`config.mk`:
```
export PLATFORM = sky130hd
export DESIGN_NAME = dual_motor_ramp_direction_interlock_flat
export DESIGN_NICKNAME = d
export VERILOG_FILES = /design/src/design/dmri_pkg.sv /design/src/design/dmri_if.sv /design/src/design/dmri_cfg.sv /design/src/design/dmri_core.sv /design/src/design/dual_motor_ramp_direction_interlock.sv /design/src/flat_wrapper.sv
export SDC_FILE = /design/constraint.sdc
export NUM_CORES = 1
export LEC_CHECK = 0
export BUFFER_PORTS_ARGS = -buffer_cell sky130_fd_sc_hd__buf_2
export CAP_MARGIN = 10
export CELL_PAD_IN_SITES_DETAIL_PLACEMENT = 1
export CELL_PAD_IN_SITES_GLOBAL_PLACEMENT = 2
export CORE_UTILIZATION = 43
export CTS_CLUSTER_SIZE = 20
export DETAILED_ROUTE_END_ITERATION = 7
export GPL_TIMING_DRIVEN = 0
export HOLD_SLACK_MARGIN = 0.12
export PLACE_DENSITY = 0.84
export SLEW_MARGIN = 20
export SYNTH_ARGS = -nofsm -noshare
export SYNTH_HDL_FRONTEND = slang
export SYNTH_SLANG_ARGS = --single-unit
```
`constraint.sdc`:
```
create_clock -name clk_i -period 11.6 [get_ports clk_i]
set_input_delay 2.32 -clock clk_i [delete_from_list [all_inputs] [get_ports clk_i]]
set_output_delay 2.32 -clock clk_i [all_outputs]
set_load 0.01 [all_outputs]
```
`src/design/dmri_pkg.sv`:
```
`default_nettype none

package dmri_pkg;

  typedef enum logic [2:0] {
    MOTION_STOP     = 3'd0,
    MOTION_FORWARD  = 3'd1,
    MOTION_BACKWARD = 3'd2,
    MOTION_LEFT     = 3'd3,
    MOTION_RIGHT    = 3'd4
  } motion_e;

  typedef enum logic [1:0] {
    CFG_RAMP_STEP     = 2'd0,
    CFG_MAX_LEFT      = 2'd1,
    CFG_MAX_RIGHT     = 2'd2,
    CFG_RAMP_INTERVAL = 2'd3
  } cfg_idx_e;

  localparam int unsigned CFG_IDX_W  = 2;
  localparam int unsigned CFG_DATA_W = 16;

  localparam logic MODE_TICK    = 1'b0;
  localparam logic MODE_COMMAND = 1'b1;

  localparam logic [7:0]  RST_RAMP_STEP     = 8'd10;
  localparam logic [7:0]  RST_MAX_SPEED     = 8'd255;
  localparam logic [15:0] RST_RAMP_INTERVAL = 16'd10;
  localparam logic [15:0] TICKS_MAX         = 16'hFFFF;

  typedef struct packed {
    logic [7:0]  ramp_step;
    logic [7:0]  max_speed_left;
    logic [7:0]  max_speed_right;
    logic [15:0] ramp_interval;
  } cfg_t;

  typedef struct packed {
    logic       mode;
    logic [2:0] command;
  } item_t;

  typedef struct packed {
    logic [7:0] duty_left;
    logic [7:0] duty_right;
    logic       fwd_left;
    logic       fwd_right;
    logic [2:0] motion_now;
  } result_t;

  // Step up, clamp to the maximum.
  function automatic logic [7:0] ramp_up(input logic [7:0] speed,
                                         input logic [7:0] step,
                                         input logic [7:0] maxv);
    logic [8:0] sum;
    sum = {1'b0, speed} + {1'b0, step};
    return (sum > {1'b0, maxv}) ? maxv : sum[7:0];
  endfunction

  // Step down to zero, then clamp to a possibly lowered maximum.
  function automatic logic [7:0] ramp_down(input logic [7:0] speed,
                                           input logic [7:0] step,
                                           input logic [7:0] maxv);
    logic [7:0] lowered;
    lowered = (speed > step) ? (speed - step) : 8'd0;
    return (lowered > maxv) ? maxv : lowered;
  endfunction

endpackage

`default_nettype wire

```
`src/design/dmri_if.sv`:
```
`default_nettype none

interface dmri_item_if;
  logic       valid;
  logic       ready;
  logic       mode;
  logic [2:0] command;

  modport source (output valid, mode, command, input ready);
  modport sink   (input valid, mode, command, output ready);
endinterface

interface dmri_result_if;
  logic       valid;
  logic       ready;
  logic [7:0] duty_left;
  logic [7:0] duty_right;
  logic       fwd_left;
  logic       fwd_right;
  logic [2:0] motion_now;

  modport source (output valid, duty_left, duty_right, fwd_left, fwd_right, motion_now,
                  input ready);
  modport sink   (input valid, duty_left, duty_right, fwd_left, fwd_right, motion_now,
                  output ready);
endinterface

`default_nettype wire

```
`src/design/dmri_cfg.sv`:
```
`default_nettype none

module dmri_cfg (
  input  wire logic                               clk_i,
  input  wire logic                               rst_ni,
  input  wire logic                               we_i,
  input  wire logic [dmri_pkg::CFG_IDX_W-1:0]     idx_i,
  input  wire logic [dmri_pkg::CFG_DATA_W-1:0]    data_i,
  output dmri_pkg::cfg_t                          cfg_o
);

  dmri_pkg::cfg_t cfg_q, cfg_d;

  always_comb begin
    cfg_d = cfg_q;
    if (we_i) begin
      case (dmri_pkg::cfg_idx_e'(idx_i))
        dmri_pkg::CFG_RAMP_STEP:     cfg_d.ramp_step       = data_i[7:0];
        dmri_pkg::CFG_MAX_LEFT:      cfg_d.max_speed_left  = data_i[7:0];
        dmri_pkg::CFG_MAX_RIGHT:     cfg_d.max_speed_right = data_i[7:0];
        dmri_pkg::CFG_RAMP_INTERVAL: cfg_d.ramp_interval   = data_i[15:0];
        default: ;
      endcase
    end
  end

  always_ff @(posedge clk_i or negedge rst_ni) begin
    if (!rst_ni) begin
      cfg_q.ramp_step       <= dmri_pkg::RST_RAMP_STEP;
      cfg_q.max_speed_left  <= dmri_pkg::RST_MAX_SPEED;
      cfg_q.max_speed_right <= dmri_pkg::RST_MAX_SPEED;
      cfg_q.ramp_interval   <= dmri_pkg::RST_RAMP_INTERVAL;
    end else begin
      cfg_q <= cfg_d;
    end
  end

  assign cfg_o = cfg_q;

endmodule

`default_nettype wire

```
`src/design/dmri_core.sv`:
```
`default_nettype none

// Motion state and its combinational update for one registered transaction.
module dmri_core (
  input  wire logic                clk_i,
  input  wire logic                rst_ni,
  input  wire logic                advance_i,
  input  wire dmri_pkg::item_t     item_i,
  input  wire dmri_pkg::cfg_t      cfg_i,
  output dmri_pkg::result_t        result_o
);

  logic [7:0]        speed_left_q, speed_left_d;
  logic [7:0]        speed_right_q, speed_right_d;
  dmri_pkg::motion_e running_q, running_d;
  dmri_pkg::motion_e target_q, target_d;
  logic [15:0]       ticks_q, ticks_d;
  logic              fwd_left_q, fwd_left_d;
  logic              fwd_right_q, fwd_right_d;

  logic [15:0] ticks_inc;
  logic [7:0]  ramp_left, ramp_right;
  logic        ramp_down_sel;

  always_comb begin
    speed_left_d  = speed_left_q;
    speed_right_d = speed_right_q;
    running_d     = running_q;
    target_d      = target_q;
    ticks_d       = ticks_q;
    fwd_left_d    = fwd_left_q;
    fwd_right_d   = fwd_right_q;

    ticks_inc     = (ticks_q == dmri_pkg::TICKS_MAX) ? ticks_q : ticks_q + 16'd1;
    ramp_down_sel = (running_q == dmri_pkg::MOTION_STOP);
    ramp_left     = ramp_down_sel
                  ? dmri_pkg::ramp_down(speed_left_q, cfg_i.ramp_step, cfg_i.max_speed_left)
                  : dmri_pkg::ramp_up(speed_left_q, cfg_i.ramp_step, cfg_i.max_speed_left);
    ramp_right    = ramp_down_sel
                  ? dmri_pkg::ramp_down(speed_right_q, cfg_i.ramp_step, cfg_i.max_speed_right)
                  : dmri_pkg::ramp_up(speed_right_q, cfg_i.ramp_step, cfg_i.max_speed_right);

    if (item_i.mode == dmri_pkg::MODE_COMMAND) begin
      if (item_i.command == dmri_pkg::MOTION_STOP) begin
        running_d = dmri_pkg::MOTION_STOP;
        target_d  = dmri_pkg::MOTION_STOP;
      end else if (item_i.command <= dmri_pkg::MOTION_RIGHT) begin
        // Drop to stop on any change so the motors ramp down first.
        if (running_q != dmri_pkg::motion_e'(item_i.command)) begin
          running_d = dmri_pkg::MOTION_STOP;
        end
        target_d = dmri_pkg::motion_e'(item_i.command);
      end
    end else begin
      ticks_d = ticks_inc;
      if (ticks_inc > cfg_i.ramp_interval) begin
        ticks_d       = 16'd0;
        speed_left_d  = ramp_left;
        speed_right_d = ramp_right;
        // Interlock: take the target only at standstill.
        if (ramp_left == 8'd0 && ramp_right == 8'd0) begin
          running_d = target_q;
          case (target_q)
            dmri_pkg::MOTION_FORWARD: begin
              fwd_left_d  = 1'b1;
              fwd_right_d = 1'b1;
            end
            dmri_pkg::MOTION_BACKWARD: begin
              fwd_left_d  = 1'b0;
              fwd_right_d = 1'b0;
            end
            dmri_pkg::MOTION_LEFT: begin
              fwd_left_d  = 1'b1;
              fwd_right_d = 1'b0;
            end
            dmri_pkg::MOTION_RIGHT: begin
              fwd_left_d  = 1'b0;
              fwd_right_d = 1'b1;
            end
            default: ;
          endcase
        end
      end
    end
  end

  always_ff @(posedge clk_i or negedge rst_ni) begin
    if (!rst_ni) begin
      speed_left_q  <= 8'd0;
      speed_right_q <= 8'd0;
      running_q     <= dmri_pkg::MOTION_STOP;
      target_q      <= dmri_pkg::MOTION_STOP;
      ticks_q       <= 16'd0;
      fwd_left_q    <= 1'b0;
      fwd_right_q   <= 1'b0;
    end else if (advance_i) begin
      speed_left_q  <= speed_left_d;
      speed_right_q <= speed_right_d;
      running_q     <= running_d;
      target_q      <= target_d;
      ticks_q       <= ticks_d;
      fwd_left_q    <= fwd_left_d;
      fwd_right_q   <= fwd_right_d;
    end
  end

  assign result_o.duty_left  = speed_left_d;
  assign result_o.duty_right = speed_right_d;
  assign result_o.fwd_left   = fwd_left_d;
  assign result_o.fwd_right  = fwd_right_d;
  assign result_o.motion_now = running_d;

endmodule

`default_nettype wire

```
`src/design/dual_motor_ramp_direction_interlock.sv`:
```
// Dual motor soft-start ramp with a direction-change interlock.
// in_i carries one transaction per tick or motion command: mode 0 is a one
// millisecond tick, mode 1 a command (stop, forward, backward, left, right).
// out_o returns exactly one transaction per input transaction with both PWM
// duties, both direction bits and the running motion after the update.
// Configuration (ramp step, two maxima, ramp interval) is written through
// cfg_we_i / cfg_idx_i / cfg_data_i; the user must write it only while no
// transaction is in flight; the block itself does not enforce this.
// An accepted transaction is registered in item_q, its state update is
// combinational and the result is registered in result_q on advance.
// Throughput: one transaction per cycle unless the receiver stalls; the
// update is a single combinational step between input and result register.
// On a stall the result register holds, the input register takes one more
// transaction if empty, then in_i.ready drops until out_o.ready returns.
// Reset clears speeds, motions, tick count and direction bits to zero (stop)
// and loads the register defaults: step 10, maxima 255, interval 10.
`default_nettype none

module dual_motor_ramp_direction_interlock (
  input  wire logic                              clk_i,
  input  wire logic                              rst_ni,
  dmri_item_if.sink                              in_i,
  dmri_result_if.source                          out_o,
  input  wire logic                              cfg_we_i,
  input  wire logic [dmri_pkg::CFG_IDX_W-1:0]    cfg_idx_i,
  input  wire logic [dmri_pkg::CFG_DATA_W-1:0]   cfg_data_i
);

  dmri_pkg::cfg_t    cfg;
  dmri_pkg::item_t   item_q;
  dmri_pkg::result_t result_d, result_q;
  logic              in_valid_q, out_valid_q;
  logic              advance, in_accept;

  assign advance   = in_valid_q && (!out_valid_q || out_o.ready);
  assign in_i.ready = !in_valid_q || advance;
  assign in_accept = in_i.valid && in_i.ready;

  dmri_cfg u_cfg (
    .clk_i  (clk_i),
    .rst_ni (rst_ni),
    .we_i   (cfg_we_i),
    .idx_i  (cfg_idx_i),
    .data_i (cfg_data_i),
    .cfg_o  (cfg)
  );

  dmri_core u_core (
    .clk_i     (clk_i),
    .rst_ni    (rst_ni),
    .advance_i (advance),
    .item_i    (item_q),
    .cfg_i     (cfg),
    .result_o  (result_d)
  );

  always_ff @(posedge clk_i or negedge rst_ni) begin
    if (!rst_ni) begin
      in_valid_q  <= 1'b0;
      out_valid_q <= 1'b0;
    end else begin
      if (in_accept) begin
        in_valid_q <= 1'b1;
      end else if (advance) begin
        in_valid_q <= 1'b0;
      end
      if (advance) begin
        out_valid_q <= 1'b1;
      end else if (out_o.ready) begin
        out_valid_q <= 1'b0;
      end
    end
  end

  always_ff @(posedge clk_i) begin
    if (in_accept) begin
      item_q.mode    <= in_i.mode;
      item_q.command <= in_i.command;
    end
    if (advance) begin
      result_q <= result_d;
    end
  end

  assign out_o.valid      = out_valid_q;
  assign out_o.duty_left  = result_q.duty_left;
  assign out_o.duty_right = result_q.duty_right;
  assign out_o.fwd_left   = result_q.fwd_left;
  assign out_o.fwd_right  = result_q.fwd_right;
  assign out_o.motion_now = result_q.motion_now;

endmodule

`default_nettype wire

```
`src/flat_wrapper.sv`:
```
// flat-port wrapper written by rule: the top's interface ports become plain ports
module dual_motor_ramp_direction_interlock_flat 
  (clk_i, rst_ni, cfg_we_i, cfg_idx_i, cfg_data_i, in_i_valid, in_i_mode, in_i_command, in_i_ready, out_o_valid, out_o_duty_left, out_o_duty_right, out_o_fwd_left, out_o_fwd_right, out_o_motion_now, out_o_ready);
  dmri_item_if in_i_i ();
  dmri_result_if out_o_i ();
  input  wire logic clk_i;
  input  wire logic rst_ni;
  input  wire logic cfg_we_i;
  input  wire logic [dmri_pkg::CFG_IDX_W-1:0] cfg_idx_i;
  input  wire logic [dmri_pkg::CFG_DATA_W-1:0] cfg_data_i;
  input wire logic [$bits(in_i_i.valid)-1:0] in_i_valid;
  input wire logic [$bits(in_i_i.mode)-1:0] in_i_mode;
  input wire logic [$bits(in_i_i.command)-1:0] in_i_command;
  output wire logic [$bits(in_i_i.ready)-1:0] in_i_ready;
  output wire logic [$bits(out_o_i.valid)-1:0] out_o_valid;
  output wire logic [$bits(out_o_i.duty_left)-1:0] out_o_duty_left;
  output wire logic [$bits(out_o_i.duty_right)-1:0] out_o_duty_right;
  output wire logic [$bits(out_o_i.fwd_left)-1:0] out_o_fwd_left;
  output wire logic [$bits(out_o_i.fwd_right)-1:0] out_o_fwd_right;
  output wire logic [$bits(out_o_i.motion_now)-1:0] out_o_motion_now;
  input wire logic [$bits(out_o_i.ready)-1:0] out_o_ready;
  assign in_i_i.valid = in_i_valid;
  assign in_i_i.mode = in_i_mode;
  assign in_i_i.command = in_i_command;
  assign in_i_ready = in_i_i.ready;
  assign out_o_valid = out_o_i.valid;
  assign out_o_duty_left = out_o_i.duty_left;
  assign out_o_duty_right = out_o_i.duty_right;
  assign out_o_fwd_left = out_o_i.fwd_left;
  assign out_o_fwd_right = out_o_i.fwd_right;
  assign out_o_motion_now = out_o_i.motion_now;
  assign out_o_i.ready = out_o_ready;
  dual_motor_ramp_direction_interlock u_core (.clk_i(clk_i), .rst_ni(rst_ni), .in_i(in_i_i), .out_o(out_o_i), .cfg_we_i(cfg_we_i), .cfg_idx_i(cfg_idx_i), .cfg_data_i(cfg_data_i));
endmodule
```
==> flow_summary.html <==
<table>
<tr><th>Metric</th><th>Value</th></tr>
<tr><th colspan="2">Yosys</th></tr>
<tr><td>Cells after Synth</td><td>840</td></tr>
<tr><td>Post-synthesis sequential element count</td><td>roughly 110</td></tr>
<tr><td>Async SR Flop Fraction</td><td>76.6%</td></tr>
<tr><td>Area fraction of the dominant cell type after synthesis</td><td>between 10% and 20%</td></tr>
<tr><td>Number of flops mapped to enable cells by yosys</td><td>25</td></tr>
<tr><td>Synthesized netlist net count</td><td>~950</td></tr>
<tr><td>Most numerous cell types in the synthesized netlist</td><td>sky130_fd_sc_hd__ha_1, sky130_fd_sc_hd__inv_1, sky130_fd_sc_hd__nand2_1, sky130_fd_sc_hd__dfrtp_1, sky130_fd_sc_hd__nor2_1</td></tr>
<tr><td>Mean Syn Cell Area</td><td>9.54 um2</td></tr>
<tr><td>Dominant cell by count in the synthesized netlist</td><td>sky130_fd_sc_hd__ha_1</td></tr>
<tr><td>Count of synthesis-stage warnings from yosys</td><td>0</td></tr>
<tr><td>Synthesized area</td><td>roughly 0.008 mm2</td></tr>
<tr><td>Primary FF master, synth</td><td>sky130_fd_sc_hd__dfrtp_1</td></tr>
<tr><td>Number of unique standard cell types used by synthesis</td><td>76</td></tr>
<tr><td>Cell types with the largest area share after synthesis</td><td>sky130_fd_sc_hd__dfrtp_1, sky130_fd_sc_hd__ha_1, sky130_fd_sc_hd__edfxtp_1</td></tr>
<tr><td>Post-synthesis sequential area ratio</td><td>between 30% and 40%</td></tr>
<tr><td>Top cell type by total area after synthesis</td><td>sky130_fd_sc_hd__dfrtp_1</td></tr>
<tr><th colspan="2">Clocking</th></tr>
<tr><td>CTS buffer count</td><td>9</td></tr>
<tr><td>Buffers inserted during post-CTS setup optimization</td><td>0</td></tr>
<tr><td>Insertion delay of the later-clocked pin in the worst-skew pair</td><td>around 360 ps</td></tr>
<tr><td>Resized Gates After CTS</td><td>0</td></tr>
<tr><td>Sink count of the clock tree</td><td>around 110</td></tr>
<tr><td>Clk buf depth</td><td>2</td></tr>
<tr><td>Hold Buf Count CTS</td><td>0</td></tr>
<tr><td>Clock tree from TritonCTS</td><td>built</td></tr>
<tr><td>H-Tree Level Count</td><td>3</td></tr>
<tr><td>Worst-path clk slew</td><td>approximately 70 ps</td></tr>
<tr><td>Root buffer selected by CTS</td><td>sky130_fd_sc_hd__clkbuf_16</td></tr>
<tr><th colspan="2">Routing</th></tr>
<tr><td>Routed Antenna Nets</td><td>0</td></tr>
<tr><td>Vias per Instance</td><td>about 5.8</td></tr>
<tr><td>Average routed wire per standard cell</td><td>approximately 21 um</td></tr>
<tr><td>Via count</td><td>~6600</td></tr>
<tr><td>Sum of routed wire length over all layers</td><td>23700 um</td></tr>
<tr><td>First-pass iteration count of the detailed router</td><td>6</td></tr>
<tr><td>DRC Markers</td><td>4</td></tr>
<tr><td>Initial DRC Count</td><td>288</td></tr>
<tr><th colspan="2">Timing</th></tr>
<tr><td>Final Hold Viols</td><td>0</td></tr>
<tr><td>Number of failing setup endpoints in the final timing report</td><td>0</td></tr>
<tr><td>Setup TNS after final layout</td><td>0 ps</td></tr>
<tr><td>Final number of max-transition violations</td><td>0</td></tr>
<tr><td>Minimum period implied by the final worst setup slack</td><td>6080 ps</td></tr>
<tr><td>Achievable frequency</td><td>roughly 0.16 GHz</td></tr>
<tr><td>Crit share post-route</td><td>a little over half</td></tr>
<tr><td>Slew at the pin with the worst max-slew slack</td><td>roughly 1000 ps</td></tr>
<tr><td>Maximum clock skew at final layout</td><td>about 6.6 ps</td></tr>
<tr><td>Max-Slew Margin vs Limit</td><td>31.4%</td></tr>
<tr><td>Setup repair after global routing missed its margin</td><td>no</td></tr>
<tr><th colspan="2">Die</th></tr>
<tr><td>Effective utilization at floorplan</td><td>44.2%</td></tr>
<tr><td>Chip Width</td><td>roughly 140 um</td></tr>
<tr><td>I/O pin count</td><td>50</td></tr>
<tr><td>DIE AREA</td><td>around 0.019 mm2</td></tr>
<tr><td>Std-Cell Rows</td><td>49</td></tr>
<tr><td>Core region area</td><td>between 0.015 and 0.02 mm2</td></tr>
<tr><td>Die Span Y</td><td>139 um</td></tr>
<tr><th colspan="2">Placement</th></tr>
<tr><td>Placed wire-length estimate</td><td>around 19000 um</td></tr>
<tr><td>RD Place Congestion</td><td>approximately 0.93</td></tr>
<tr><td>Total of buffers placed on input and output ports</td><td>just under 50</td></tr>
<tr><td>Standard cell area after detailed placement</td><td>0.00858 mm2</td></tr>
<tr><td>Post-placement cell count</td><td>1119</td></tr>
<tr><th colspan="2">Layout</th></tr>
<tr><td>Non-filler instance count after layout</td><td>~1100</td></tr>
<tr><td>Post-route cell area</td><td>slightly below 0.009 mm2</td></tr>
<tr><td>Area added between synthesis and finish</td><td>10.9%</td></tr>
<tr><td>Diode insertion count for antenna repair</td><td>0</td></tr>
<tr><td>Layout cells sized above 1</td><td>between 10% and 20%</td></tr>
<tr><td>Nets</td><td>1013</td></tr>
<tr><th colspan="2">Run</th></tr>
<tr><td>Max capacitance violation total</td><td>0</td></tr>
<tr><th colspan="2">Critical path</th></tr>
<tr><td>Type of element capturing the critical path</td><td>flip-flop</td></tr>
<tr><td>Biggest cell delay along the critical path</td><td>600 ps</td></tr>
<tr><td>CP Class</td><td>flip-flop to flip-flop</td></tr>
<tr><td>Required arrival time at the worst endpoint</td><td>between 10000 and 15000 ps</td></tr>
<tr><td>Critical path arrival</td><td>about 6300 ps</td></tr>
<tr><td>Worst-path cell with the longest stage delay</td><td>sky130_fd_sc_hd__nor4_1</td></tr>
<tr><td>Peak fanout along the critical path</td><td>10</td></tr>
<tr><td>Startpoint Class</td><td>flip-flop</td></tr>
<tr><td>Cell breakdown of the critical path</td><td>clkbuf_1, nand4_1, nor4_1, nand4_1, or2_2, clkbuf_1, nand2_1, nor2_1, xor2_1, ha_1, and4_1, a221o_1, a2111oi_0, a31oi_1, clkbuf_1, nand2b_1, clkbuf_1, o21ai_0, mux2_2</td></tr>
<tr><td>Most Frequent Cell on Critical Path</td><td>sky130_fd_sc_hd__clkbuf_1</td></tr>
<tr><th colspan="2">Global route</th></tr>
<tr><td>All-Layer GR Usage</td><td>around 26%</td></tr>
<tr><td>Vias in the first global route</td><td>~7100</td></tr>
<tr><td>Initial antenna violation count</td><td>0</td></tr>
<tr><td>First-pass GRT wire length</td><td>a little under 40000 um</td></tr>
<tr><td>Maximum number of pins on one net before global-route repair</td><td>48</td></tr>
<tr><td>Sum of overflow across all layers after global routing</td><td>0</td></tr>
<tr><th colspan="2">Power</th></tr>
<tr><td>Worst VDD drop</td><td>roughly 0.1 mV</td></tr>
<tr><td>Static Leakage</td><td>4.01 nW</td></tr>
<tr><td>PD cells</td><td>between 200 and 300 mW/mm2</td></tr>
<tr><th colspan="2">Outcome</th></tr>
<tr><td>Violations in the final reports</td><td>DRC</td></tr>
<tr><td>Run status</td><td>complete, but fails checks</td></tr>
<tr><th colspan="2">Hold path</th></tr>
<tr><td>Min-delay worst type</td><td>flip-flop to flip-flop</td></tr>
</table>
## cells in the final DEF, fill, tap and decap left out, types with 10 or more instances in the layout
cell | synthesis | layout
sky130_fd_sc_hd__ha_1 | 81 | 81
sky130_fd_sc_hd__or3_1 | 10 | 10
sky130_fd_sc_hd__xnor2_1 | 19 | 19
sky130_fd_sc_hd__dfstp_2 | 20 | 20
sky130_fd_sc_hd__nand4_1 | 13 | 13
sky130_fd_sc_hd__inv_1 | 79 | 79
sky130_fd_sc_hd__a2111oi_0 | 13 | 13
sky130_fd_sc_hd__edfxtp_1 | 25 | 25
sky130_fd_sc_hd__o21ai_0 | 40 | 40
sky130_fd_sc_hd__a21o_1 | 14 | 14
sky130_fd_sc_hd__clkbuf_1 | 20 | 20
sky130_fd_sc_hd__a21oi_1 | 38 | 38
sky130_fd_sc_hd__nand2b_1 | 19 | 19
sky130_fd_sc_hd__mux2_2 | 45 | 45
sky130_fd_sc_hd__nor2_1 | 49 | 49
sky130_fd_sc_hd__nand2_1 | 67 | 67
sky130_fd_sc_hd__nand3_1 | 25 | 25
sky130_fd_sc_hd__buf_2 | 7 | 55
sky130_fd_sc_hd__dfrtp_1 | 62 | 62
## cells by family (layout without fill, tap and decap cells)
group / Yosys count / in the layout / share of synthesized area, %
compound gates: 209 / 209 / 18.9
xor+xnor: 28 / 28 / 3.06
fa+ha+maj: 85 / 85 / 13.6
buf+inv: 112 / 178 / 5.82
flops: 107 / 107 / 35.3
mux: 51 / 51 / 7.07
simple gates: 248 / 248 / 16.2
## routing by layer
metal	up-vias	part of all wire (%)	track usage, %
met5	-	0	0
met4	0	2.1	8.99
met3	29	2.6	2.87
met2	92	51	46.4
met1	3287	45	32.0
li1	3173	-	-
## power breakdown
| group | leakage [nW] | switching [W] | internal, W |
|---|---|---|---|
| logic | 2.65 | 0.000959 | 0.000626 |
| clock network | 0.148 | 0.000143 | 0.000188 |
| registers | 1.21 | 0.0000814 | 0.000489 |
| total | 4.01 | 0.00118 | 0.00130 |
## path summary, 6_finish.rpt
| path | from | to | slack, ps | depth (start not counted) |
|---|---|---|---|---|
| max in group asynchronous | rst_ni | u_core.u_cfg.cfg_o[17]$_DFFE_PN1P_ | 8960 | 2 |
| setup / recovery | u_core.u_core.ticks_q[4]$_DFFE_PN0P_ | u_core.u_core.speed_left_q[6]$_DFFE_PN0P_ | 5520 | 19 |
| hold / removal | u_core.u_cfg.cfg_o[13]$_DFFE_PN0P_ | u_core.u_cfg.cfg_o[13]$_DFFE_PN0P_ | 510 | 1 |
| setup reg to reg | u_core.u_core.ticks_q[4]$_DFFE_PN0P_ | u_core.u_core.speed_left_q[6]$_DFFE_PN0P_ | 5520 | 19 |
| min in group asynchronous | rst_ni | u_core.u_core.speed_left_q[1]$_DFFE_PN0P_ | 1950 | 1 |
| hold reg to reg | u_core.u_cfg.cfg_o[13]$_DFFE_PN0P_ | u_core.u_cfg.cfg_o[13]$_DFFE_PN0P_ | 510 | 1 |
## cell type report
type | instances | area (um2)
fillers | 2093 | 9260
multi-input cells | 621 | 4720
flip-flops and latches | 107 | 2830
inverters | 79 | 297
well taps | 229 | 287
repair buffers | 50 | 275
clock buffers | 10 | 229
plain buffers | 33 | 171
clock inverters | 6 | 80.1
## through the flow
step	total power [W]	hold WS, ps	util [%]	worst slack (ps)
floorplan	0.00169	457	-	6750
global placement	0.00206	477	47.1	5840
detailed placement	0.00214	497	47.3	5600
CTS	0.00248	522	49.0	5590
global route	0.00267	526	49.0	5180
finish	0.00249	514	49.0	5520
## flip-flops by register name, summed over array words and instances (netlist names), 4 cells and up
register,cells
u_core.u_core.ticks_q,16
u_core.out_o.duty_right,8
u_core.u_core.speed_left_q,8
u_core.out_o.duty_left,8
u_core.u_cfg.cfg_o,40
u_core.item_q,4
u_core.u_core.speed_right_q,8
## worst max-delay path: cells and delay by family, from the launching register on
family	cells	cell delay, ps
AO/OA/AOI/OAI	4	1360
XOR/XNOR	1	270
adder cells (fa/ha/maj)	1	300
buffers and inverters	4	1300
flip-flops	1	320
multiplexers	1	330
AND/OR/NAND/NOR	8	2070
Power figures use the tool's default switching activity.
